File: src/hw/rtl/stsw_pkg.sv
`timescale 1ns / 1ps
`default_nettype none

package stsw_pkg;

  // Queue depths used as defaults by the top level.
  localparam int unsigned CmdDepthDef = 4;
  localparam int unsigned OutDepthDef = 8;

  // Display unit sizes in milliseconds.
  localparam logic [31:0] MsPerSec  = 32'd1000;
  localparam logic [31:0] MsPerMin  = 32'd60000;
  localparam logic [31:0] MsPerHour = 32'd3600000;

  // Reciprocals, floor(2^32 / unit). The quotient estimate taken from them is
  // at most one below the true quotient.
  localparam logic [31:0] RecipSec  = 32'((64'd1 << 32) / 64'd1000);
  localparam logic [31:0] RecipMin  = 32'((64'd1 << 32) / 64'd60000);
  localparam logic [31:0] RecipHour = 32'((64'd1 << 32) / 64'd3600000);

  typedef enum logic [3:0] {
    OP_QUERY     = 4'd0,
    OP_START     = 4'd1,
    OP_STOP      = 4'd2,
    OP_PAUSE     = 4'd3,
    OP_RESUME    = 4'd4,
    OP_RESET     = 4'd5,
    OP_CLEAR     = 4'd6,
    OP_RESTART   = 4'd7,
    OP_LAP       = 4'd8,
    OP_TGT_CHECK = 4'd9,
    OP_DUR_CHECK = 4'd10
  } op_e;

  typedef enum logic [1:0] {
    UNIT_SEC  = 2'd0,
    UNIT_MIN  = 2'd1,
    UNIT_HOUR = 2'd2
  } unit_e;

  typedef enum logic [0:0] {
    REG_TARGET = 1'b0,
    REG_REPEAT = 1'b1
  } reg_idx_e;

  typedef struct packed {
    logic [3:0]  op;
    logic [31:0] now_ms;
    logic [31:0] check_ms;
  } in_item_t;

  typedef struct packed {
    logic [31:0] elapsed_ms;
    logic [31:0] lap_ms;
    logic [31:0] remaining_ms;
    logic [31:0] remaining_in_unit;
    logic [1:0]  unit;
    logic        target_reached;
    logic        duration_reached;
    logic        running;
    logic        paused;
  } out_item_t;

  // Classified command as it waits between front and back.
  typedef struct packed {
    op_e         op;
    logic [31:0] now_ms;
    logic [31:0] check_ms;
  } cmd_t;

  // Outcome of the execute stage, before the remaining-time math.
  typedef struct packed {
    logic [31:0] elapsed;
    logic [31:0] lap;
    logic        target_reached;
    logic        duration_reached;
    logic        running;
    logic        paused;
  } exec_res_t;

  function automatic logic [31:0] unit_size(unit_e u);
    logic [31:0] d;
    case (u)
      UNIT_HOUR: d = MsPerHour;
      UNIT_MIN:  d = MsPerMin;
      default:   d = MsPerSec;
    endcase
    return d;
  endfunction

  function automatic logic [31:0] unit_recip(unit_e u);
    logic [31:0] r;
    case (u)
      UNIT_HOUR: r = RecipHour;
      UNIT_MIN:  r = RecipMin;
      default:   r = RecipSec;
    endcase
    return r;
  endfunction

endpackage

`default_nettype wire

File: src/hw/rtl/stopwatch_with_lap_and_target.sv
`timescale 1ns / 1ps
`default_nettype none

// Channel   Direction  Handshake         Payload
// command   in         push / full       in_item_i  (op, now_ms, check_ms)
// result    out        pop / empty       out_item_o (elapsed, lap, remaining, unit, flags)
// config    in         cfg_we_i          cfg_idx_i selects target_ms or repeat_mode
//
// The block takes one command item per cycle and returns one result per cycle
// when neither side stalls. A result reaches the output queue once its command
// has passed through the command queue, the execute stage and the staged
// remaining-time pipeline, whose two reciprocal multiplications for the unit
// division set its depth. Reset clears the stopwatch state, both registers
// and both queues at once. When the output queue is backed up the execute
// stage stops drawing commands, and the command queue keeps taking items
// until it fills.

module stopwatch_with_lap_and_target #(
  parameter int unsigned CmdDepth = stsw_pkg::CmdDepthDef,
  parameter int unsigned OutDepth = stsw_pkg::OutDepthDef
) (
  input  wire logic                clk_i,
  input  wire logic                rst_ni,
  // Command side.
  input  wire logic                push,
  output logic                     full,
  input  wire stsw_pkg::in_item_t  in_item_i,
  // Result side.
  output logic                     empty,
  input  wire logic                pop,
  output stsw_pkg::out_item_t      out_item_o,
  // Configuration writes.
  input  wire logic                cfg_we_i,
  input  wire logic                cfg_idx_i,
  input  wire logic [31:0]         cfg_wdata_i
);

  localparam int unsigned ResvW = $clog2(OutDepth + 1);

  logic [31:0]         target_q;
  logic                repeat_q;

  stsw_pkg::cmd_t      cmd;
  logic                cmd_avail;
  logic                issue;
  logic                exec_valid;
  stsw_pkg::exec_res_t exec_res;
  logic                res_valid;
  stsw_pkg::out_item_t res_item;
  logic                out_pop;

  // Every item between the execute stage and the output queue owns a slot
  // there, so the pipeline itself never has to stall.
  logic [ResvW-1:0]    resv_q, resv_d;

  // Configuration registers. The user must change them only while the block is idle; the block does not enforce this.
  always_ff @(posedge clk_i or negedge rst_ni) begin
    if (!rst_ni) begin
      target_q <= '0;
      repeat_q <= 1'b0;
    end else if (cfg_we_i) begin
      case (stsw_pkg::reg_idx_e'(cfg_idx_i))
        stsw_pkg::REG_TARGET: target_q <= cfg_wdata_i;
        stsw_pkg::REG_REPEAT: repeat_q <= cfg_wdata_i[0];
        default: begin
        end
      endcase
    end
  end

  stsw_front #(
    .CmdDepth(CmdDepth)
  ) u_front (
    .clk_i  (clk_i),
    .rst_ni (rst_ni),
    .push_i (push),
    .item_i (in_item_i),
    .full_o (full),
    .take_i (issue),
    .cmd_o  (cmd),
    .avail_o(cmd_avail)
  );

  // A command issues only when a result slot is free for it.
  assign issue   = cmd_avail && (resv_q < ResvW'(OutDepth));
  assign out_pop = pop && !empty;

  always_comb begin
    resv_d = resv_q;
    if (issue && !out_pop) begin
      resv_d = resv_q + 1'b1;
    end else if (out_pop && !issue) begin
      resv_d = resv_q - 1'b1;
    end
  end

  always_ff @(posedge clk_i or negedge rst_ni) begin
    if (!rst_ni) begin
      resv_q <= '0;
    end else begin
      resv_q <= resv_d;
    end
  end

  stsw_exec u_exec (
    .clk_i   (clk_i),
    .rst_ni  (rst_ni),
    .issue_i (issue),
    .cmd_i   (cmd),
    .target_i(target_q),
    .repeat_i(repeat_q),
    .valid_o (exec_valid),
    .res_o   (exec_res)
  );

  stsw_div u_div (
    .clk_i   (clk_i),
    .rst_ni  (rst_ni),
    .valid_i (exec_valid),
    .res_i   (exec_res),
    .target_i(target_q),
    .valid_o (res_valid),
    .item_o  (res_item)
  );

  stsw_fifo #(
    .Depth(OutDepth),
    .Width($bits(stsw_pkg::out_item_t))
  ) u_out_q (
    .clk_i  (clk_i),
    .rst_ni (rst_ni),
    .push_i (res_valid),
    .data_i (res_item),
    .full_o (),
    .pop_i  (pop),
    .data_o (out_item_o),
    .empty_o(empty)
  );

endmodule

`default_nettype wire

File: src/hw/rtl/stsw_fifo.sv
`timescale 1ns / 1ps
`default_nettype none

module stsw_fifo #(
  parameter int unsigned Depth = 4,
  parameter int unsigned Width = 8
) (
  input  wire logic             clk_i,
  input  wire logic             rst_ni,
  input  wire logic             push_i,
  input  wire logic [Width-1:0] data_i,
  output logic                  full_o,
  input  wire logic             pop_i,
  output logic [Width-1:0]      data_o,
  output logic                  empty_o
);

  localparam int unsigned PtrW = (Depth > 1) ? $clog2(Depth) : 1;
  localparam int unsigned CntW = $clog2(Depth + 1);

  logic [Width-1:0] mem_q [Depth];
  logic [PtrW-1:0]  wptr_q, wptr_d, rptr_q, rptr_d;
  logic [CntW-1:0]  cnt_q, cnt_d;
  logic             wr_en, rd_en;

  assign full_o  = (cnt_q == CntW'(Depth));
  assign empty_o = (cnt_q == '0);
  assign wr_en   = push_i && !full_o;
  assign rd_en   = pop_i && !empty_o;
  assign data_o  = mem_q[rptr_q];

  always_comb begin
    wptr_d = wptr_q;
    rptr_d = rptr_q;
    cnt_d  = cnt_q;
    if (wr_en) begin
      wptr_d = (wptr_q == PtrW'(Depth - 1)) ? '0 : wptr_q + 1'b1;
    end
    if (rd_en) begin
      rptr_d = (rptr_q == PtrW'(Depth - 1)) ? '0 : rptr_q + 1'b1;
    end
    if (wr_en && !rd_en) begin
      cnt_d = cnt_q + 1'b1;
    end else if (rd_en && !wr_en) begin
      cnt_d = cnt_q - 1'b1;
    end
  end

  always_ff @(posedge clk_i or negedge rst_ni) begin
    if (!rst_ni) begin
      wptr_q <= '0;
      rptr_q <= '0;
      cnt_q  <= '0;
    end else begin
      wptr_q <= wptr_d;
      rptr_q <= rptr_d;
      cnt_q  <= cnt_d;
    end
  end

  always_ff @(posedge clk_i) begin
    if (wr_en) begin
      mem_q[wptr_q] <= data_i;
    end
  end

endmodule

`default_nettype wire

File: src/hw/rtl/stsw_front.sv
`timescale 1ns / 1ps
`default_nettype none

module stsw_front #(
  parameter int unsigned CmdDepth = stsw_pkg::CmdDepthDef
) (
  input  wire logic               clk_i,
  input  wire logic               rst_ni,
  input  wire logic               push_i,
  input  wire stsw_pkg::in_item_t item_i,
  output logic                    full_o,
  input  wire logic               take_i,
  output stsw_pkg::cmd_t          cmd_o,
  output logic                    avail_o
);

  stsw_pkg::cmd_t cmd_in;
  logic           empty;

  // Codes past the last defined command behave as a query.
  always_comb begin
    cmd_in.now_ms   = item_i.now_ms;
    cmd_in.check_ms = item_i.check_ms;
    if (item_i.op > 4'(stsw_pkg::OP_DUR_CHECK)) begin
      cmd_in.op = stsw_pkg::OP_QUERY;
    end else begin
      cmd_in.op = stsw_pkg::op_e'(item_i.op);
    end
  end

  stsw_fifo #(
    .Depth(CmdDepth),
    .Width($bits(stsw_pkg::cmd_t))
  ) u_cmd_q (
    .clk_i  (clk_i),
    .rst_ni (rst_ni),
    .push_i (push_i),
    .data_i (cmd_in),
    .full_o (full_o),
    .pop_i  (take_i),
    .data_o (cmd_o),
    .empty_o(empty)
  );

  assign avail_o = !empty;

endmodule

`default_nettype wire

File: src/hw/rtl/stsw_exec.sv
`timescale 1ns / 1ps
`default_nettype none

module stsw_exec (
  input  wire logic           clk_i,
  input  wire logic           rst_ni,
  input  wire logic           issue_i,
  input  wire stsw_pkg::cmd_t cmd_i,
  input  wire logic [31:0]    target_i,
  input  wire logic           repeat_i,
  output logic                valid_o,
  output stsw_pkg::exec_res_t res_o
);

  logic [31:0] start_q, start_d, acc_q, acc_d, pstamp_q, pstamp_d, anchor_q, anchor_d;
  logic        run_q, run_d, pause_q, pause_d;
  logic [31:0] diff_run, diff_ps, el_cur, lap_end;
  logic        hit, restart;
  stsw_pkg::exec_res_t res_d;

  always_comb begin
    diff_run = cmd_i.now_ms - start_q;
    diff_ps  = pstamp_q - start_q;
    if (run_q) begin
      el_cur = acc_q + diff_run;
    end else if (pause_q) begin
      el_cur = acc_q + diff_ps;
    end else begin
      el_cur = acc_q;
    end
    hit     = (target_i != '0) && (el_cur >= target_i);
    lap_end = run_q ? cmd_i.now_ms : acc_q + start_q;

    start_d  = start_q;
    acc_d    = acc_q;
    pstamp_d = pstamp_q;
    anchor_d = anchor_q;
    run_d    = run_q;
    pause_d  = pause_q;
    restart  = 1'b0;

    res_d                  = '0;
    res_d.elapsed          = el_cur;

    case (cmd_i.op)
      stsw_pkg::OP_START: begin
        if (!run_q && !pause_q) begin
          start_d  = cmd_i.now_ms;
          anchor_d = cmd_i.now_ms;
          run_d    = 1'b1;
        end
      end
      stsw_pkg::OP_STOP: begin
        if (run_q) begin
          acc_d = el_cur;
          run_d = 1'b0;
        end
      end
      stsw_pkg::OP_PAUSE: begin
        if (run_q && !pause_q) begin
          pstamp_d = cmd_i.now_ms;
          pause_d  = 1'b1;
          run_d    = 1'b0;
        end
      end
      stsw_pkg::OP_RESUME: begin
        if (pause_q) begin
          start_d = start_q + (cmd_i.now_ms - pstamp_q);
          pause_d = 1'b0;
          run_d   = 1'b1;
        end
      end
      stsw_pkg::OP_RESET: begin
        // The accumulated part is dropped; a paused span still counts.
        if (!run_q) begin
          acc_d         = '0;
          res_d.elapsed = pause_q ? diff_ps : '0;
        end
      end
      stsw_pkg::OP_CLEAR: begin
        acc_d         = '0;
        start_d       = '0;
        pstamp_d      = '0;
        run_d         = 1'b0;
        pause_d       = 1'b0;
        res_d.elapsed = '0;
      end
      stsw_pkg::OP_RESTART: begin
        restart = 1'b1;
      end
      stsw_pkg::OP_LAP: begin
        res_d.lap = lap_end - anchor_q;
        anchor_d  = lap_end;
      end
      stsw_pkg::OP_TGT_CHECK: begin
        res_d.target_reached = hit;
        restart              = hit && repeat_i;
      end
      stsw_pkg::OP_DUR_CHECK: begin
        res_d.duration_reached = (el_cur >= cmd_i.check_ms);
      end
      default: begin
      end
    endcase

    // A restart clears the state, moves the lap anchor to the current stamp and starts afresh.
    if (restart) begin
      acc_d         = '0;
      pstamp_d      = '0;
      start_d       = cmd_i.now_ms;
      anchor_d      = cmd_i.now_ms;
      run_d         = 1'b1;
      pause_d       = 1'b0;
      res_d.elapsed = '0;
    end

    res_d.running = run_d;
    res_d.paused  = pause_d;
  end

  always_ff @(posedge clk_i or negedge rst_ni) begin
    if (!rst_ni) begin
      start_q  <= '0;
      acc_q    <= '0;
      pstamp_q <= '0;
      anchor_q <= '0;
      run_q    <= 1'b0;
      pause_q  <= 1'b0;
      valid_o  <= 1'b0;
    end else begin
      valid_o <= issue_i;
      if (issue_i) begin
        start_q  <= start_d;
        acc_q    <= acc_d;
        pstamp_q <= pstamp_d;
        anchor_q <= anchor_d;
        run_q    <= run_d;
        pause_q  <= pause_d;
      end
    end
  end

  always_ff @(posedge clk_i) begin
    if (issue_i) begin
      res_o <= res_d;
    end
  end

endmodule

`default_nettype wire

File: src/hw/rtl/stsw_div.sv
`timescale 1ns / 1ps
`default_nettype none

module stsw_div (
  input  wire logic                clk_i,
  input  wire logic                rst_ni,
  input  wire logic                valid_i,
  input  wire stsw_pkg::exec_res_t res_i,
  input  wire logic [31:0]         target_i,
  output logic                     valid_o,
  output stsw_pkg::out_item_t      item_o
);

  // Stage 2: remaining time and unit choice.
  logic                s2_valid_q;
  stsw_pkg::exec_res_t s2_res_q;
  logic [31:0]         s2_rem_q, rem_d;
  stsw_pkg::unit_e     s2_unit_q, unit_d;

  // Stage 3: quotient estimate from the reciprocal.
  logic                s3_valid_q;
  stsw_pkg::exec_res_t s3_res_q;
  logic [31:0]         s3_rem_q, s3_q0_q;
  stsw_pkg::unit_e     s3_unit_q;
  logic [63:0]         prod_est;

  // Stage 4: estimate times unit size, for the correction.
  logic                s4_valid_q;
  stsw_pkg::exec_res_t s4_res_q;
  logic [31:0]         s4_rem_q, s4_q0_q, s4_qd_q;
  stsw_pkg::unit_e     s4_unit_q;
  logic [63:0]         prod_back;

  logic [31:0]         resid;

  always_comb begin
    rem_d = (res_i.elapsed >= target_i) ? '0 : target_i - res_i.elapsed;
    if (rem_d >= stsw_pkg::MsPerHour) begin
      unit_d = stsw_pkg::UNIT_HOUR;
    end else if (rem_d >= stsw_pkg::MsPerMin) begin
      unit_d = stsw_pkg::UNIT_MIN;
    end else begin
      unit_d = stsw_pkg::UNIT_SEC;
    end
  end

  assign prod_est  = {32'd0, s2_rem_q} * {32'd0, stsw_pkg::unit_recip(s2_unit_q)};
  assign prod_back = {32'd0, s3_q0_q} * {32'd0, stsw_pkg::unit_size(s3_unit_q)};

  always_ff @(posedge clk_i or negedge rst_ni) begin
    if (!rst_ni) begin
      s2_valid_q <= 1'b0;
      s3_valid_q <= 1'b0;
      s4_valid_q <= 1'b0;
    end else begin
      s2_valid_q <= valid_i;
      s3_valid_q <= s2_valid_q;
      s4_valid_q <= s3_valid_q;
    end
  end

  always_ff @(posedge clk_i) begin
    s2_res_q  <= res_i;
    s2_rem_q  <= rem_d;
    s2_unit_q <= unit_d;

    s3_res_q  <= s2_res_q;
    s3_rem_q  <= s2_rem_q;
    s3_unit_q <= s2_unit_q;
    s3_q0_q   <= prod_est[63:32];

    s4_res_q  <= s3_res_q;
    s4_rem_q  <= s3_rem_q;
    s4_unit_q <= s3_unit_q;
    s4_q0_q   <= s3_q0_q;
    s4_qd_q   <= prod_back[31:0];
  end

  // The estimate is low by at most one, so a single compare fixes it.
  assign resid = s4_rem_q - s4_qd_q;

  always_comb begin
    item_o.elapsed_ms        = s4_res_q.elapsed;
    item_o.lap_ms            = s4_res_q.lap;
    item_o.remaining_ms      = s4_rem_q;
    item_o.remaining_in_unit = (resid >= stsw_pkg::unit_size(s4_unit_q)) ?
                               s4_q0_q + 32'd1 : s4_q0_q;
    item_o.unit              = s4_unit_q;
    item_o.target_reached    = s4_res_q.target_reached;
    item_o.duration_reached  = s4_res_q.duration_reached;
    item_o.running           = s4_res_q.running;
    item_o.paused            = s4_res_q.paused;
  end

  assign valid_o = s4_valid_q;

endmodule

`default_nettype wire

File: config.mk
export PLATFORM = sky130hd
export DESIGN_NAME = stopwatch_with_lap_and_target
export DESIGN_NICKNAME = d
export VERILOG_FILES = /design/src/hw/rtl/stsw_pkg.sv /design/src/hw/rtl/stopwatch_with_lap_and_target.sv /design/src/hw/rtl/stsw_fifo.sv /design/src/hw/rtl/stsw_front.sv /design/src/hw/rtl/stsw_exec.sv /design/src/hw/rtl/stsw_div.sv
export SDC_FILE = /design/constraint.sdc
export NUM_CORES = 2
export LEC_CHECK = 0
export BUFFER_PORTS_ARGS = -buffer_cell sky130_fd_sc_hd__buf_2
export CAP_MARGIN = 25
export CELL_PAD_IN_SITES_DETAIL_PLACEMENT = 0
export CELL_PAD_IN_SITES_GLOBAL_PLACEMENT = 1
export CORE_UTILIZATION = 53
export DETAILED_ROUTE_END_ITERATION = 16
export PLACE_DENSITY_LB_ADDON = 0.1
export SYNTH_ARGS = -nofsm -noshare
export SYNTH_HDL_FRONTEND = slang
export SYNTH_SLANG_ARGS = --single-unit
File: constraint.sdc
create_clock -name clk_i -period 11.16 [get_ports clk_i]
set_input_delay 2.232 -clock clk_i [delete_from_list [all_inputs] [get_ports clk_i]]
set_output_delay 2.232 -clock clk_i [all_outputs]
set_load 0.01 [all_outputs]
==> qor.yml <==
floorplanning:
  core_area_mm2: 0.202
  die_w_um: 453
  die_h_um: 453
  rows: 165
  ios: 242
  die_area_mm2: 0.205
  initial_core_util: 0.533
sta:
  clock-skew-final_ns: 0.0685
  period_minus_slack_ns: 9.64
  tightest_slew_ns: 1.17
  finalSetupViolations: 0
  fmax_mhz: 104
  drv_slew: 0
  setup_tns_ns: 0
  slew_headroom: 0.209
  rsz0062_at_grt: "false"
  fin_crit_sh: 0.864
  hold_viol: 0
critical_path:
  path_common_cell: "fa_1"
  crit_arrival_ns: 10.36
  crit_type: "reg2reg"
  worstPathRequired_ns: 11.88
  max_stage_delay_ns: 0.78
  slowest_stage: "ha_1"
  critPathBufInv: 7
  crit_family: "adder cells"
  cp-end-kind: "register"
  cp_max_fo: 40
  start_kind: "register"
logic_synthesis:
  synthCells: 8195
  synth-xor-area-share: 0.0233
  synth_fa_ha_area_frac: 0.215
  synth-compound-area-share: 0.0713
  synth_edf_count: 1348
  synth_ff_type: "edfxtp_1"
  synthMuxAreaShare: 0.0844
  synth_top_family_by_area: "adder cells"
  yosysWarnings: 0
  synth.distinct_cells: 106
  ys_async_sr_fraction: 0.0981
  synth_simple_gate_area_frac: 0.0609
  ys_ff_latch: 1917
  netlist_area_mm2: 0.108
  yosysSeqAreaShare: 0.490
  synth.avg_cell_area_um2: 13.1
routing:
  avgRoutedWirePerCell_um: 25.0
  post_drt_via_cell_ratio: 5.66
  wirelength_um: 284000
  vias: 64200
  first_pass_iters: 5
  drc: 0
  ant_nets: 0
  first_iter_violations: 5115
global_routing:
  met2_usage: 0.460
  antenna_found_initial: 21
  grtUsageTotal: 0.281
  grt_use_met1: 0.392
  gr-total-overflow: 0
  grt_pass1_vias: 66100
  grt_pass1_wl_um: 425000
  grt_use_met3: 0.0384
  grt_max_degree: 124
  busiest_layer: "met2"
clock_tree:
  numCtsBuffers: 196
  post_cts_buffers: 0
  root_buffer: "clkbuf_16"
  postCtsHoldBufs: 0
  path_clk_slew_ns: 0.06
  numClockSinks: 1917
  cts_resized: 0
  htreeDepth: 4
  clk_path_buf_depth: 3
  worstSkewPairLatency_ns: 0.85
  cts_tree: "yes"
place:
  place_congestion: 0.963
  portBuffers: 233
  dp_hpwl_um: 214000
finish:
  layout_common_cells: "edfxtp_1 (1,348), inv_1 (1,324), ha_1 (795)"
  nNetsFinal: 10100
  fillers: 16200
  layout-drive-gt1-share: 0.136
  syn2layout_area_growth_pct: 10.3
  final_common_cell: "edfxtp_1"
run:
  maxCapViolCount: 0
run_status:
  status: "finished clean"
hold_path:
  min_path_type: "reg2reg"
-- state kept, by name (all words and copies together) (netlist names), 3 cells and up --
signal and count:
u_div.s3_q0_q 23, u_div.s4_qd_q 29, u_div.s4_q0_q 23, u_div.s4_rem_q 32
u_front.u_cmd_q.mem_q 272, resv_q 4, u_div.s3_rem_q 32, u_exec.res_o 68
u_out_q.mem_q 1008, u_front.u_cmd_q.cnt_q 3, u_div.item_o 68, u_out_q.wptr_q 3
u_div.s2_res_q 68, u_exec.anchor_q 32, u_exec.start_q 32, u_out_q.rptr_q 3
u_out_q.cnt_q 4, u_div.s3_res_q 68, u_exec.pstamp_q 32, target_q 32
u_div.s2_rem_q 32, u_exec.acc_q 32
-- logic make-up after synthesis --
kind of cell	count (synthesis)
other	1
buffers and inverters	1546
adder cells (fa/ha/maj)	1455
multiplexers	495
AND/OR/NAND/NOR	1319
XOR/XNOR	285
AO/OA/AOI/OAI	1177
flip-flops	1917
-- worst paths after layout --
kind | from | endpoint | slack, ns | cells past startpoint
worst max-delay path | u_div.s2_unit_q[0] | u_div.s3_q0_q[21] | 1.52 | 28
worst min-delay path | u_div.s3_rem_q[31] | u_div.s4_rem_q[31] | 0.26 | 0
worst max register to register | u_div.s2_unit_q[0] | u_div.s3_q0_q[21] | 1.52 | 28
worst min register to register | u_div.s3_rem_q[31] | u_div.s4_rem_q[31] | 0.26 | 0
max in group asynchronous | rst_ni | u_exec.start_q[25] | 8.22 | 2
min in group asynchronous | rst_ni | u_front.u_cmd_q.wptr_q[0] | 1.39 | 1
-- cells in the mapped netlist, types with 8 or more instances --
master / number / area (um^2)
ha_1: 796 / 9960
or2_2: 15 / 93.8
o221ai_1: 10 / 87.6
nor2_1: 306 / 1150
buf_4: 9 / 67.6
a21oi_1: 309 / 1550
nand2_1: 356 / 1340
nor4_1: 17 / 106
or3_1: 18 / 113
a21boi_0: 16 / 120
a31oi_1: 30 / 188
xnor2_1: 180 / 1580
nor3b_1: 10 / 75.1
clkbuf_1: 142 / 533
a22o_1: 9 / 78.8
o21ai_0: 266 / 1330
a211oi_1: 33 / 248
o22ai_1: 12 / 75.1
o21a_1: 53 / 398
o21ai_1: 17 / 85.1
and2_1: 107 / 669
edfxtp_1: 1348 / 40500
xor2_1: 104 / 911
nor3_1: 78 / 390
a221oi_1: 21 / 184
a21o_1: 169 / 1270
dfrtp_1: 188 / 4700
nor2b_1: 93 / 582
buf_2: 23 / 115
and3_1: 38 / 238
dfxtp_1: 381 / 7630
mux2i_1: 33 / 330
buf_1: 45 / 169
fa_1: 659 / 13200
o31ai_1: 49 / 368
a311oi_1: 8 / 70.1
nand2b_1: 142 / 888
mux4_2: 316 / 7120
nand3_1: 61 / 305
o21bai_1: 39 / 293
inv_1: 1325 / 4970
mux2_2: 146 / 1640
nand4_1: 44 / 275
o211ai_1: 19 / 143
-- cell type report --
| class | instances | area, um^2 | area share |
|---|---|---|---|
| Clock inverter | 107 | 1240 | 0.0105 |
| Antenna cell | 5 | 12.5 | 0.000105 |
| Inverter | 1325 | 4970 | 0.0419 |
| Clock buffer | 262 | 5340 | 0.0450 |
| Sequential cell | 1917 | 52800 | 0.445 |
| Multi-Input combinational cell | 4739 | 49100 | 0.414 |
| Timing Repair Buffer | 316 | 1930 | 0.0162 |
| Tap cell | 2672 | 3340 | 0.0281 |
-- worst register-to-register path, delay by kind of cell (launching register included) --
| kind | cells | cell delay [ns] |
|---|---|---|
| AO/OA/AOI/OAI | 9 | 3.19 |
| XOR/XNOR | 1 | 0.14 |
| adder cells (fa/ha/maj) | 9 | 4.60 |
| buffers and inverters | 7 | 0.82 |
| flip-flops | 1 | 0.38 |
| AND/OR/NAND/NOR | 2 | 0.40 |
-- layer usage --
metal	vias up	routed length (um)
li1	29300	-
met1	32700	125000
met2	1760	136000
met3	428	14700
met4	4	8520
met5	-	26
-- metrics by stage --
step	std cells	worst slack, ns	hold slack (ns)	instance area (um^2)	utilization
after floorplan	8202	1.02	0.310	108000	-
after global placement	11000	1.85	0.311	112000	0.555
after detailed placement	11000	1.57	0.312	112000	0.555
after CTS	11300	1.48	0.263	119000	0.588
after global routing	11300	0.967	0.273	119000	0.588
final	11300	1.52	0.262	119000	0.588
Power is not shown: default switching activity piles up to over one toggle a cycle in this logic, so the estimate is an artifact.
